[config.mk]
export PLATFORM = sky130hd
export DESIGN_NAME = pfcg_div_cell
export DESIGN_NICKNAME = d
export VERILOG_FILES = /design/src/hdl/pfcg_pkg.sv /design/src/hdl/pfcg_div_cell.sv
export SDC_FILE = /design/constraint.sdc
export NUM_CORES = 1
export LEC_CHECK = 0
export BUFFER_PORTS_ARGS = -buffer_cell sky130_fd_sc_hd__buf_2
export CAP_MARGIN = 40
export CORE_MARGIN = 5
export CORE_UTILIZATION = 41
export DETAILED_ROUTE_END_ITERATION = 16
export MAX_ROUTING_LAYER = met4
export PLACE_DENSITY = 0.75
export SLEW_MARGIN = 10
export SYNTH_ARGS = -nofsm -noshare
export SYNTH_HDL_FRONTEND = slang
export SYNTH_SLANG_ARGS = --single-unit
[constraint.sdc]
create_clock -name clk_i -period 2.3 [get_ports clk_i]
set_clock_uncertainty 0.2 [all_clocks]
set_input_delay 0.115 -clock clk_i [delete_from_list [all_inputs] [get_ports clk_i]]
set_output_delay 0.115 -clock clk_i [all_outputs]
set_load 0.01 [all_outputs]
[src/hdl/pfcg_pkg.sv]
// ----------------------------------------------------------------------------
// pfcg_pkg
// Shared constants, types and tables for the peaking FIR coefficient generator.
// ----------------------------------------------------------------------------
`timescale 1ns / 1ps
`default_nettype none

package pfcg_pkg;

  localparam int unsigned TAP_W        = 11;
  localparam int unsigned ANGLE_W      = 16;
  localparam int unsigned GAIN_W       = 16;
  localparam int unsigned CFG_IDX_W    = 2;
  localparam int unsigned CFG_DATA_W   = 16;
  localparam int unsigned COEF_W       = 32;
  localparam int unsigned MAX_ORDER    = 1024;
  localparam int unsigned DIV_STEPS    = 32;
  localparam int unsigned CORDIC_STEPS = 24;
  localparam int unsigned LP_BITS      = 30;
  localparam int unsigned REM_W        = 11;
  localparam int unsigned QUO_W        = 32;
  localparam int unsigned CX_W         = 32;
  localparam int unsigned CZ_W         = 33;
  localparam int unsigned STEP_W       = 5;
  localparam int unsigned LANES        = 4;
  localparam int unsigned PIPE_DEPTH   = 1 + DIV_STEPS + 1 + CORDIC_STEPS + 2 + LP_BITS + 4;

  localparam logic signed [31:0] CORDIC_GAIN = 32'sd652032874;
  localparam logic signed [31:0] INV_PI_Q30  = 32'sd341782638;
  localparam logic signed [31:0] WIN_A0      = 32'sd450971566;
  localparam logic signed [31:0] WIN_A2      = 32'sd85899346;
  localparam logic signed [31:0] Q30_ONE     = 32'sd1073741824;
  localparam logic signed [51:0] H_LIMIT     = 52'sd8589934591;

  typedef enum logic [CFG_IDX_W-1:0] {
    REG_CENTER_ANGLE,
    REG_HALF_BAND_ANGLE,
    REG_FILTER_ORDER,
    REG_PEAK_GAIN
  } cfg_reg_e;

  typedef struct packed {
    logic [TAP_W-1:0] tap;
    logic             beyond;
    logic             mzero;
    logic             mneg;
    logic [9:0]       mabs;
  } side_t;

  typedef struct packed {
    logic signed [CZ_W-1:0] z;
    logic                   flip;
  } prerot_t;

  function automatic logic [29:0] atan_turn(input logic [STEP_W-1:0] idx);
    logic [29:0] v;
    case (idx)
      5'd0:  v = 30'h20000000;
      5'd1:  v = 30'h12E4051E;
      5'd2:  v = 30'h09FB385B;
      5'd3:  v = 30'h051111D4;
      5'd4:  v = 30'h028B0D43;
      5'd5:  v = 30'h0145D7E1;
      5'd6:  v = 30'h00A2F61E;
      5'd7:  v = 30'h00517C55;
      5'd8:  v = 30'h0028BE53;
      5'd9:  v = 30'h00145F2F;
      5'd10: v = 30'h000A2F98;
      5'd11: v = 30'h000517CC;
      5'd12: v = 30'h00028BE6;
      5'd13: v = 30'h000145F3;
      5'd14: v = 30'h0000A2FA;
      5'd15: v = 30'h0000517D;
      5'd16: v = 30'h000028BE;
      5'd17: v = 30'h0000145F;
      5'd18: v = 30'h00000A30;
      5'd19: v = 30'h00000518;
      5'd20: v = 30'h0000028C;
      5'd21: v = 30'h00000146;
      5'd22: v = 30'h000000A3;
      5'd23: v = 30'h00000051;
      5'd24: v = 30'h00000029;
      5'd25: v = 30'h00000014;
      5'd26: v = 30'h0000000A;
      5'd27: v = 30'h00000005;
      5'd28: v = 30'h00000003;
      5'd29: v = 30'h00000001;
      5'd30: v = 30'h00000001;
      default: v = 30'h00000000;
    endcase
    return v;
  endfunction

  // Folds a turn fraction into the right half plane of the rotator.
  function automatic prerot_t prerotate(input logic [31:0] a);
    prerot_t r;
    r.z    = $signed({a[31], a});
    r.flip = 1'b0;
    if (r.z > 33'sd1073741824) begin
      r.z    = r.z - 33'sd2147483648;
      r.flip = 1'b1;
    end else if (r.z < -33'sd1073741824) begin
      r.z    = r.z + 33'sd2147483648;
      r.flip = 1'b1;
    end
    return r;
  endfunction

endpackage

`default_nettype wire

[src/hdl/pfcg_div_cell.sv]
// ----------------------------------------------------------------------------
// pfcg_div_cell
// One registered restoring division step: shifts in a dividend bit and
// produces one quotient bit.
// ----------------------------------------------------------------------------
`timescale 1ns / 1ps
`default_nettype none

module pfcg_div_cell (
  input  logic                        clk_i,
  input  logic                        en_i,
  input  logic [pfcg_pkg::REM_W-1:0]  rem_i,
  input  logic                        bit_i,
  input  logic [pfcg_pkg::REM_W-1:0]  div_i,
  input  logic [pfcg_pkg::QUO_W-1:0]  quo_i,
  output logic [pfcg_pkg::REM_W-1:0]  rem_o,
  output logic [pfcg_pkg::QUO_W-1:0]  quo_o
);
  import pfcg_pkg::*;

  logic [REM_W:0]   shifted;
  logic             fits;
  logic [REM_W:0]   diff;
  logic [REM_W-1:0] rem_d, rem_q;
  logic [QUO_W-1:0] quo_d, quo_q;

  assign shifted = {rem_i, bit_i};
  assign fits    = shifted >= {1'b0, div_i};
  assign diff    = shifted - {1'b0, div_i};
  assign rem_d   = fits ? diff[REM_W-1:0] : shifted[REM_W-1:0];
  assign quo_d   = {quo_i[QUO_W-2:0], fits};

  always_ff @(posedge clk_i) begin
    if (en_i) begin
      rem_q <= rem_d;
      quo_q <= quo_d;
    end
  end

  assign rem_o = rem_q;
  assign quo_o = quo_q;

endmodule

`default_nettype wire

[After elaboration in Yosys (flattened, before gate mapping)]
Cells that the tools add are included.
Word-level totals
  logic and storage cells: 5
  input port bits: 57
  bits in registers: 43
Operators by class
  mux-type cells: 1
  order comparisons: 1
  add/subtract/negate cells: 1
Operators with widths (count)
  12-bit by 11-bit greater-or-equal comparator with 1-bit output: 1
  11-bit 2-to-1 mux: 1
  11-bit subtractor: 1

[Depth between registers and ports, before layout]
  depth after elaboration: 2
  gate-level depth with buffers: 10
  mapped depth without buffers: 9

[Least setup slack after synthesis]
No wires, ideal clock.
  kind: input port to flip-flop
  from: in bit_i
  to: reg rem_q[2] (netlist: rem_o[2]), data pin
  buffers on the path: 1
  library setup time: 254 ps
  data arrival time: 1732 ps
  stages: 10
  setup slack: 114 ps
  path through: inv_1 -> ha_1 -> fa_1 -> and2b_1 -> o21ai_2 -> a311oi_2 -> o2bb2ai_2 -> buf_6 -> nand2_1 -> o21ai_2
On the way
  longest elaborated chain between the ends: 2
  elaborated cells on any way between the ends: 3
  those cells by class: 1 x add/sub; 1 x order compare; 1 x mux
Ends and longest elaborated chain
  from (decl): line pfcg_div_cell.sv:13  | input logic bit_i,
  11-bit subtractor / 12-bit by 11-bit greater-or-equal comparator with 1-bit output (equally long branches): line pfcg_div_cell.sv:29, pfcg_div_cell.sv:28
  11-bit 2-to-1 mux (*): line pfcg_div_cell.sv:30  | assign rem_d = fits ? diff[REM_W-1:0] : shifted[REM_W-1:0];
  named net rem_d[2]: line pfcg_div_cell.sv:24  | logic [REM_W-1:0] rem_d, rem_q;
  to (signal assigned): line pfcg_div_cell.sv:35  | rem_q <= rem_d;
  to (decl): line pfcg_div_cell.sv:24
The timed path passes the listed nets; every way through them passes the cells marked *.
A chain may end at the register's enable or synchronous reset.

[Worst setup path after layout]
  from: in rem_i[6] in the netlist's numbering
  to: reg rem_q[10] (netlist: rem_o[10]), data pin
On the way
  longest elaborated chain between the ends: 2
  elaborated cells on any way between the ends: 3
  those cells by class: 1 x add/sub; 1 x order compare; 1 x mux
Ends and longest elaborated chain
  from (decl): line pfcg_div_cell.sv:12  | input logic [pfcg_pkg::REM_W-1:0] rem_i,
  11-bit subtractor / 12-bit by 11-bit greater-or-equal comparator with 1-bit output (equally long branches): line pfcg_div_cell.sv:29, pfcg_div_cell.sv:28
  11-bit 2-to-1 mux (*): line pfcg_div_cell.sv:30
  named net rem_d[10]: line pfcg_div_cell.sv:24
Marked as above.

==> impl_metrics.tcl <==
set metrics [dict create \
    ys_seq_elements 43 \
    post_dp_cell_area_sq_mm 0.00265 \
    cp-start-kind "input port" \
    clockBufferDepth 2 \
    fin_crit_sh_pct 95.5 \
    cts-htree-levels 2 \
    p_leak_nw 1.44 \
    cts_tree "yes" \
    synth_nets 222 \
    ir_worst_vdd_mv 0.302 \
    hold_start "rem_i[9]" \
    tns_ps 0 \
    antenna_found_initial 1 \
    multi_input_area_sq_um 686 \
    synth_area_per_cell_sq_um 13.4 \
    worstSetupStartpoint "rem_i[6]" \
    synth_cells 153 \
    hold_path_depth 3 \
    io_pins 100 \
    status "finished, final reports clean" \
    core_sq_mm 0.00479 \
    grt_usage_pct 17.2 \
    num_vias 1739 \
    grt_pass1_wl_mm 8.38 \
    rows 25 \
    crit_type "input port to flop" \
    cts_setup_buffers 0 \
    timing.fmax_ghz 0.455 \
    period_needed_ps 2200 \
    ys_types 35 \
    ys.flop_type "edfxtp_1" \
    drt_first_pass_iters 5 \
    maxSlewHeadroom_pct 71.2 \
    io_buffers 98 \
    place_congestion 0.864 \
    synth_top_area_share_pct 63.1 \
    area_delta_synth_final_pct 56.8 \
    vias_per_cell 4.69 \
    avgRoutedWirePerCell_um 14.1 \
    die_h_um 80.6 \
    finish.instance_area_sq_mm 0.00321 \
    holdPathEnd "rem_o[10]" \
    maxCapViolations 0 \
    yosysSeqAreaShare_pct 63.1 \
    grt_max_degree 22 \
    crit_path_top_delay_cell "dlygate4sd3_1" \
    syn_area_sq_mm 0.00205 \
    synth_area_leaders "edfxtp_1, ha_1, nand2_1, o21ai_2, inv_1" \
    drtAntennaViolNets 0 \
    worstPathRequired_ps 2130 \
    final_layout_size_suffix_gt1_share_pct 40.9 \
    dieArea_sq_mm 0.00650 \
    hold_ws_ps 16.3 \
    drt_iter0_drc 40 \
    setup_viol 0 \
    end_kind "flop" \
    nets 371 \
    critPathMaxFanout 4 \
    nFillCells 353 \
    drc 0 \
    root_buffer "clkbuf_8" \
    clock_sinks 43 \
    grt_pass1_vias 1839 \
    worstMarginPinSlew_ps 432 \
    ys.warnings.count 0 \
    synth.largest_area_cell "edfxtp_1" \
    start_util_pct 42.7 \
    rsz0062_at_grt "false" \
    async_flop_share_pct 0 \
    final_cell_mix "buf_2, edfxtp_1, dlygate4sd3_1" \
    die_w_um 80.6 \
    timing.hold.worst.class "input port to flop" \
    hold_violations 0 \
    finalMaxSlewViolations 0 \
    seq_area_sq_mm 0.00129 \
    dpl.hpwl_mm 3.71 \
    grt_overflow 0 \
    layout_commonest_cell "buf_2" \
    routed_wl_mm 5.22 \
    power_density_mw_per_mm2 661 \
    clkTransAtPathRegs_ps 70 \
    cp.arrival_ps 2030 \
    cts_made_buffers 5 \
    synth_edf_count 43 \
    slowest_delay_ps 530 \
    path_cells "dlygate4sd3_1, buf_2, ha_1, nand2_1, a311oi_2, buf_4, nor2b_1, o211ai_1, nand4_1" \
]
cell type report:
cell class / count / share of cell area (%)
sequential: 43 / 40.3
timing repair buffer: 144 / 29.7
multi-input combinational: 92 / 21.4
tap: 67 / 2.61
clock buffer: 6 / 2.26
clock inverter: 2 / 1.87
inverter: 16 / 1.87
antenna: 1 / 0.0780
repair_timing:
action / in CTS / in global routing
hold buffers: 41 / 0
hold endpoints to repair: 41 / 0
endpoints found under the setup margin: 0 / 12
resized for setup: 0 / 3
cell families after synthesis:
| family | after synthesis | share of synthesized area, % |
|---|---|---|
| XOR/XNOR | 6 | 2.57 |
| flip-flops | 43 | 63.1 |
| adder cells (fa/ha/maj) | 12 | 7.71 |
| AO/OA/AOI/OAI | 35 | 13.4 |
| AND/OR/NAND/NOR | 39 | 9.17 |
| buffers and inverters | 18 | 4.04 |
report_power, final:
group	switching [W]	internal (W)	total, W
logic	0.000246	0.000233	0.000479
registers	0.0000175	0.000957	0.000974
clock network	0.000233	0.000434	0.000667
cells in the mapped netlist, types with 3 or more instances:
master    number
a21oi_1        6
edfxtp_1      43
ha_1          11
inv_1         16
nand2_1       19
nand2b_1       3
nand4_1        3
nor2_1         5
o21ai_0        3
o21ai_2        8
xor2_1         4
worst max path at each step:
| stage | slack (ps) | end |
|---|---|---|
| 5_1_grt | 4 | rem_o[4] |
| 6_report | 100 | rem_o[10] |
| 2_1_floorplan | 110 | rem_o[2] |
| 4_1_cts | 20 | rem_o[4] |
| 3_5_place_dp | -110 | rem_o[10] |
| 3_3_place_gp | -60 | rem_o[10] |
metal layers:
layer / wire [um] / GRT usage, %
met1: 2230 / 19.5
met2: 2370 / 29.7
met3: 587 / 4.37
met4: 33 / 5.57
met5: 0 / -
worst max-delay path, delay by kind of cell:
family	cells	cell delay, ps
buffers and inverters	3	830
AND/OR/NAND/NOR	3	300
AO/OA/AOI/OAI	2	430
adder cells (fa/ha/maj)	1	350
flip-flops by register name, indices dropped and copies added (netlist names):
register  count
quo_o        32
rem_o        11
metrics by stage:
stage	cells	total power (W)	utilization, %	setup slack (ps)
finish	371	0.00212	67.0	103
global route	371	0.00224	67.0	3.63
CTS	370	0.00214	66.7	22.5
detailed placement	321	0.00141	55.3	-115
global placement	321	0.00140	55.3	-62.2
floorplan	153	0.00124	-	114
(Power assumes the default switching activity.)
