[src/hdl/pfcg_pkg.sv]
// ----------------------------------------------------------------------------
// pfcg_pkg
// Shared constants, types and tables for the peaking FIR coefficient generator.
// ----------------------------------------------------------------------------
`timescale 1ns / 1ps
`default_nettype none

package pfcg_pkg;

  localparam int unsigned TAP_W        = 11;
  localparam int unsigned ANGLE_W      = 16;
  localparam int unsigned GAIN_W       = 16;
  localparam int unsigned CFG_IDX_W    = 2;
  localparam int unsigned CFG_DATA_W   = 16;
  localparam int unsigned COEF_W       = 32;
  localparam int unsigned MAX_ORDER    = 1024;
  localparam int unsigned DIV_STEPS    = 32;
  localparam int unsigned CORDIC_STEPS = 24;
  localparam int unsigned LP_BITS      = 30;
  localparam int unsigned REM_W        = 11;
  localparam int unsigned QUO_W        = 32;
  localparam int unsigned CX_W         = 32;
  localparam int unsigned CZ_W         = 33;
  localparam int unsigned STEP_W       = 5;
  localparam int unsigned LANES        = 4;
  localparam int unsigned PIPE_DEPTH   = 1 + DIV_STEPS + 1 + CORDIC_STEPS + 2 + LP_BITS + 4;

  localparam logic signed [31:0] CORDIC_GAIN = 32'sd652032874;
  localparam logic signed [31:0] INV_PI_Q30  = 32'sd341782638;
  localparam logic signed [31:0] WIN_A0      = 32'sd450971566;
  localparam logic signed [31:0] WIN_A2      = 32'sd85899346;
  localparam logic signed [31:0] Q30_ONE     = 32'sd1073741824;
  localparam logic signed [51:0] H_LIMIT     = 52'sd8589934591;

  typedef enum logic [CFG_IDX_W-1:0] {
    REG_CENTER_ANGLE,
    REG_HALF_BAND_ANGLE,
    REG_FILTER_ORDER,
    REG_PEAK_GAIN
  } cfg_reg_e;

  typedef struct packed {
    logic [TAP_W-1:0] tap;
    logic             beyond;
    logic             mzero;
    logic             mneg;
    logic [9:0]       mabs;
  } side_t;

  typedef struct packed {
    logic signed [CZ_W-1:0] z;
    logic                   flip;
  } prerot_t;

  function automatic logic [29:0] atan_turn(input logic [STEP_W-1:0] idx);
    logic [29:0] v;
    case (idx)
      5'd0:  v = 30'h20000000;
      5'd1:  v = 30'h12E4051E;
      5'd2:  v = 30'h09FB385B;
      5'd3:  v = 30'h051111D4;
      5'd4:  v = 30'h028B0D43;
      5'd5:  v = 30'h0145D7E1;
      5'd6:  v = 30'h00A2F61E;
      5'd7:  v = 30'h00517C55;
      5'd8:  v = 30'h0028BE53;
      5'd9:  v = 30'h00145F2F;
      5'd10: v = 30'h000A2F98;
      5'd11: v = 30'h000517CC;
      5'd12: v = 30'h00028BE6;
      5'd13: v = 30'h000145F3;
      5'd14: v = 30'h0000A2FA;
      5'd15: v = 30'h0000517D;
      5'd16: v = 30'h000028BE;
      5'd17: v = 30'h0000145F;
      5'd18: v = 30'h00000A30;
      5'd19: v = 30'h00000518;
      5'd20: v = 30'h0000028C;
      5'd21: v = 30'h00000146;
      5'd22: v = 30'h000000A3;
      5'd23: v = 30'h00000051;
      5'd24: v = 30'h00000029;
      5'd25: v = 30'h00000014;
      5'd26: v = 30'h0000000A;
      5'd27: v = 30'h00000005;
      5'd28: v = 30'h00000003;
      5'd29: v = 30'h00000001;
      5'd30: v = 30'h00000001;
      default: v = 30'h00000000;
    endcase
    return v;
  endfunction

  // Folds a turn fraction into the right half plane of the rotator.
  function automatic prerot_t prerotate(input logic [31:0] a);
    prerot_t r;
    r.z    = $signed({a[31], a});
    r.flip = 1'b0;
    if (r.z > 33'sd1073741824) begin
      r.z    = r.z - 33'sd2147483648;
      r.flip = 1'b1;
    end else if (r.z < -33'sd1073741824) begin
      r.z    = r.z + 33'sd2147483648;
      r.flip = 1'b1;
    end
    return r;
  endfunction

endpackage

`default_nettype wire

[src/hdl/pfcg_cordic_cell.sv]
// ----------------------------------------------------------------------------
// pfcg_cordic_cell
// One registered CORDIC rotation step with floor shifts.
// ----------------------------------------------------------------------------
`timescale 1ns / 1ps
`default_nettype none

module pfcg_cordic_cell (
  input  logic                              clk_i,
  input  logic                              en_i,
  input  logic [pfcg_pkg::STEP_W-1:0]       step_i,
  input  logic signed [pfcg_pkg::CX_W-1:0]  x_i,
  input  logic signed [pfcg_pkg::CX_W-1:0]  y_i,
  input  logic signed [pfcg_pkg::CZ_W-1:0]  z_i,
  output logic signed [pfcg_pkg::CX_W-1:0]  x_o,
  output logic signed [pfcg_pkg::CX_W-1:0]  y_o,
  output logic signed [pfcg_pkg::CZ_W-1:0]  z_o
);
  import pfcg_pkg::*;

  logic signed [CX_W-1:0] x_sh, y_sh, x_d, y_d, x_q, y_q;
  logic signed [CZ_W-1:0] ang, z_d, z_q;

  assign x_sh = x_i >>> step_i;
  assign y_sh = y_i >>> step_i;
  assign ang  = $signed({3'b000, atan_turn(step_i)});

  always_comb begin
    if (z_i >= 0) begin
      x_d = x_i - y_sh;
      y_d = y_i + x_sh;
      z_d = z_i - ang;
    end else begin
      x_d = x_i + y_sh;
      y_d = y_i - x_sh;
      z_d = z_i + ang;
    end
  end

  always_ff @(posedge clk_i) begin
    if (en_i) begin
      x_q <= x_d;
      y_q <= y_d;
      z_q <= z_d;
    end
  end

  assign x_o = x_q;
  assign y_o = y_q;
  assign z_o = z_q;

endmodule

`default_nettype wire

[config.mk]
export PLATFORM = sky130hd
export DESIGN_NAME = pfcg_cordic_cell
export DESIGN_NICKNAME = d
export VERILOG_FILES = /design/src/hdl/pfcg_pkg.sv /design/src/hdl/pfcg_cordic_cell.sv
export SDC_FILE = /design/constraint.sdc
export NUM_CORES = 1
export LEC_CHECK = 0
export ABC_AREA = 1
export BUFFER_PORTS_ARGS = -buffer_cell sky130_fd_sc_hd__buf_2
export CORE_UTILIZATION = 45
export DETAILED_ROUTE_END_ITERATION = 12
export PLACE_DENSITY = 0.78
export SYNTH_ARGS = -nofsm -noshare
export SYNTH_HDL_FRONTEND = slang
export SYNTH_SLANG_ARGS = --single-unit
[constraint.sdc]
create_clock -name clk_i -period 5.9 [get_ports clk_i]
set_input_delay 1.77 -clock clk_i [delete_from_list [all_inputs] [get_ports clk_i]]
set_output_delay 1.77 -clock clk_i [all_outputs]
set_load 0.02 [all_outputs]
# Word level (Yosys, flattened, before mapping)
# Memories as Yosys holds them, arrays and structs flattened.
# Cells that the tools add are included.
# classes
order_cmp	1
mux	3
shift	2
add_sub_neg	6
# ops
op	n
$add 32x32->32	2
$mux 32	2
$sshr 32x5->32	2
$sub 32x32->32	2
$add 33x31->33	1
$ge 33x1->1 const B	1
$mux 33	1
$sub 33x31->33	1
# word_totals
output_inout_bits	97
in_bits	104
reg_bits	97
mem_bits_ro	960
wordCells	16
n_memories	1
# mem_list
name	words	word_bits	read_ports	rd_ports_with_merged_regs	write_ports	line	text
(no name shown)	32	30	1	0	0	pfcg_pkg.sv:57	case (idx)

# Depth between registers and ports, before layout
# depth
ltp_word	3
ltp_mapped	35
mapped_depth_nobuf	32

# Worst setup path before layout
# OpenSTA, ideal clock, no wires.
# synth_timing
kind	input port to flip-flop
from	in step_i[0] (netlist bit)
to	reg z_q[29] (netlist: z_o[29]), data pin
setup_ns	0.266
path_slack_ns	0.165
t_arrival_ns	5.470
path_stages	29
cell_sequence	buf_6 > inv_4 > buf_6 > buf_6 > ha_1 > or2_1 > nand3_1 > o31ai_1 > a21oi_2 > ha_1 > nand2_1 > nor2_1 > nand2_1 > nor2_1 > nand2_1 > nor2_1 > nand2_2 > nand2_4 > xor2_1 > ha_1 > nand2_1 > nor4_1 > nand2_1 > o211ai_1 > nand2_1 > nand2_1 > nand2_1 > o2111ai_1 > xor2_1
# synth_between
elab_chain_cells	3
elab_cells_between_ends	4
classes_between	add/sub (2); mux (1); memory (1)
# synth_rtl
item	line	text
start, declared	pfcg_cordic_cell.sv:11	input logic [pfcg_pkg::STEP_W-1:0] step_i,
$mem_v2 32x30 (*)	-	
$add 33x31->33 or $sub 33x31->33 (tied branches)	pfcg_cordic_cell.sv:36, pfcg_cordic_cell.sv:32	
$mux 33 (*)	pfcg_cordic_cell.sv:29	if (z_i >= 0) begin
named net z_d[29]	pfcg_cordic_cell.sv:22	logic signed [CZ_W-1:0] ang, z_d, z_q;
end signal, assigned	pfcg_cordic_cell.sv:44	z_q <= z_d;
end, declared	pfcg_cordic_cell.sv:22	
# Mark *: on every way through the listed nets, which the timed path passes. The rest lies on a longest branch.
# A chain may end at the register's enable or synchronous reset.

# Worst setup path in the final report
# layout_timing
from	in step_i[0] (netlist bit)
to	reg z_q[30] (netlist: z_o[30]), data pin
# The elaborated chain is that of the path after synthesis.

==> results.yml <==
synthesis:
  synth_area_leader_cell: "sky130_fd_sc_hd__edfxtp_1"
  post_synth_main_area_contributors: "sky130_fd_sc_hd__edfxtp_1 (20%), sky130_fd_sc_hd__nand2_1 (20%), sky130_fd_sc_hd__nand3_1 (11%), sky130_fd_sc_hd__ha_1 (9.0%), sky130_fd_sc_hd__xor2_1 (6.6%)"
  synth_largest_type_area_fraction_pct: 20.0
  synth_ff_type: "sky130_fd_sc_hd__edfxtp_1"
  synth.yosys.seq_area_share_pct: 20.0
  syn_inst: 2339
  async_reset_ff_share_pct: 0
  synth-edff-count: 97
  post_synth.cell_area_avg_um2: 6.23
  synthesis.nets: 2551
  synth.lib_cells_used.distinct: 51
  yosys_warnings: 0
  yosys_register_bits: 97
  synth.cell_area_um2: 14600
sta:
  postLayoutSetupSlackWorst_ns: 0.181
  post-route-min-period_ns: 5.72
  setup_viol: 0
  worst_slew_margin_rel_pct: 38.7
  rsz0062_at_grt: "true"
  count_of_final_hold_check_violations: 0
  fmax_ghz: 0.175
  fin_crit_sh_pct: 96.9
  timing_worst_slew_pin_value_ns: 0.919
  drv_slew: 0
detailed_routing:
  vias: 17500
  drt-initial-drc-count: 1291
  routed_wire_length_mm: 56.8
  drt_first_pass_iters: 5
  avgViaCountPerCell: 5.47
  route.detailed.wl_per_inst_um: 17.8
  drcViolationCount: 0
  ant_nets: 0
critical_path:
  timing.critical_path.max_delay_family: "simple AND/OR/NAND/NOR gates"
  worst_path_max_delay_cell: "sky130_fd_sc_hd__ha_1"
  worst_ep_arrival_time_ns: 5.84
  timing.setup.critical_path_class: "in -> reg"
  critPathBufInv: 2
  cpPeakStageDelay_ns: 0.35
  worst-path-max-fanout: 6
  cp-startpoint: "step_i[0]"
  cp_data_required_time_ns: 6.02
  kind_of_start_point_of_the_critical_path: "primary input"
  cp_common_cell: "sky130_fd_sc_hd__nand2_1"
  worst_setup_path_end_kind: "flop"
die:
  die_area_um2: 33100
  initial_core_util_pct: 46.0
  rows: 65
  die_h_um: 182
  coreArea_um2: 31700
  ios: 201
  die_w_um: 182
final_layout:
  layout.cells.most_common: "sky130_fd_sc_hd__nand2_1"
  syn_to_final_growth_pct: 27.5
  most-common-layout-cells: "sky130_fd_sc_hd__nand2_1 (766), sky130_fd_sc_hd__nand3_1 (331), sky130_fd_sc_hd__buf_4 (304), sky130_fd_sc_hd__buf_2 (198), sky130_fd_sc_hd__inv_1 (187)"
  layoutNonFillerInstCount: 3191
  diodes: 0
  fin_nets: 2997
  drive_gt1_share_pct: 22.9
power_and_ir_drop:
  power.sequential.fraction_pct: 23.0
  peakVddDrop_mv: 0.182
  clockPowerShare_pct: 16.0
  p_per_area_nw_per_um2: 254
  cellInternalPower_mw: 2.66
  switchingPower_mw: 2.06
  power.share.switching_pct: 43.6
  power_frac_comb_pct: 61.0
  static_power_due_to_leakage_nw: 9.65
global_route:
  number_of_antenna_violations_at_the_first_check_in_global_routing: 0
  grt_max_degree: 65
  global_route_wire_length_before_repair_mm: 88.5
  grt.total_usage_pct: 34.2
  number_of_global_route_vias_before_repair: 16800
  overflow: 0
clocking:
  holdBufCountCts: 0
  cts_tree: "done"
  cts.clk_slew.worst_paths_ns: 0.08
  cts_inserted_buffers: 9
  htreeDepth: 3
  cts-root-buf: "sky130_fd_sc_hd__clkbuf_16"
  numClockSinks: 97
  cts-root-to-sink-buffers: 2
outcome:
  status: "finished clean"
placed_design:
  place.detailed.hpwl_mm: 47.1
  place.detailed.instances: 3174
  final_wtd_congestion: 1.04
  detailedPlace.worstSlack_ns: -0.229
  numPortBuffers: 200
worst_hold_path:
  min-delay-start: "y_i[0]"
  hold_path.class: "in -> reg"
run:
  drv.max_cap_violation_count: 0
[synth_stat cells, drive strengths merged (16+ instances only)]
library cell / count
inv: 207
ha: 105
nand3: 336
nand2: 793
buf: 65
a21oi: 128
xnor2: 50
nor2: 192
o211ai: 16
nor3: 30
xor2: 110
o21ai: 105
edfxtp: 97
[what timing repair did]
item,4_1_cts,5_1_grt
endpoints found under the setup margin,0,30
resized for setup,0,43
setup buffers,0,2
[stage by stage]
stage	power [mW]	utilization [%]	hold slack [ns]	TNS, ns	cell area [µm²]
2_1_floorplan	2.74	-	1.88	0	14600
3_3_place_gp	3.89	57.0	2.14	-1.16	18100
3_5_place_dp	3.91	57.0	2.14	-2.64	18100
4_1_cts	4.68	58.1	1.74	0	18400
5_1_grt	5.04	58.6	1.76	-0.398	18600
6_report	4.72	58.6	1.77	0	18600
[state kept, by name (all words and copies together) (netlist names)]
name	count
y_o	32
z_o	33
x_o	32
[logic make-up after synthesis]
logic type               count (synthesis)  share of synthesized area (%)
AND/OR/NAND/NOR                       1380                           40.5
AO/OA/AOI/OAI                          307                           12.0
buffers and inverters                  287                           8.47
XOR/XNOR                               160                           9.61
adder cells (fa/ha/maj)                108                           9.42
flip-flops                              97                           20.0
[per-layer routing]
metal | wire length [µm] | global-route usage, % | part of all wire [%] | vias to the layer above
met1 | 23800 | 42.4 | 42 | 7978
li1 | - | - | - | 8664
met2 | 27300 | 59.5 | 48 | 693
met4 | 2350 | 14.8 | 4.1 | 0
met5 | 0 | 0 | 0 | -
met3 | 3370 | 4.31 | 5.9 | 128
[power groups by stage]
| stage | sequential [mW] | clock [mW] | combinational [mW] |
|---|---|---|---|
| 6_report | 1.08 | 0.756 | 2.88 |
| 5_1_grt | 1.10 | 0.791 | 3.14 |
| 4_1_cts | 1.09 | 0.769 | 2.82 |
| 3_5_place_dp | 1.10 | 0 | 2.81 |
| 3_3_place_gp | 1.10 | 0 | 2.79 |
| 2_1_floorplan | 1.35 | 0 | 1.39 |
[final timing paths]
kind / to / slack [ns] / cells after the start
max: z_o[30]$_DFFE_PP_ / 0.18 / 26
min: y_o[0]$_DFFE_PP_ / 1.77 / 2
[cell type report]
type / instances / area, µm²
repair buffers: 515 / 3480
inverters: 207 / 787
well taps: 402 / 503
clock inverters: 6 / 138
multi-input cells: 1955 / 10500
clock buffers: 9 / 225
fillers: 3262 / 13100
flip-flops and latches: 97 / 2910
No activity file was read; power rests on OpenSTA's default activity.
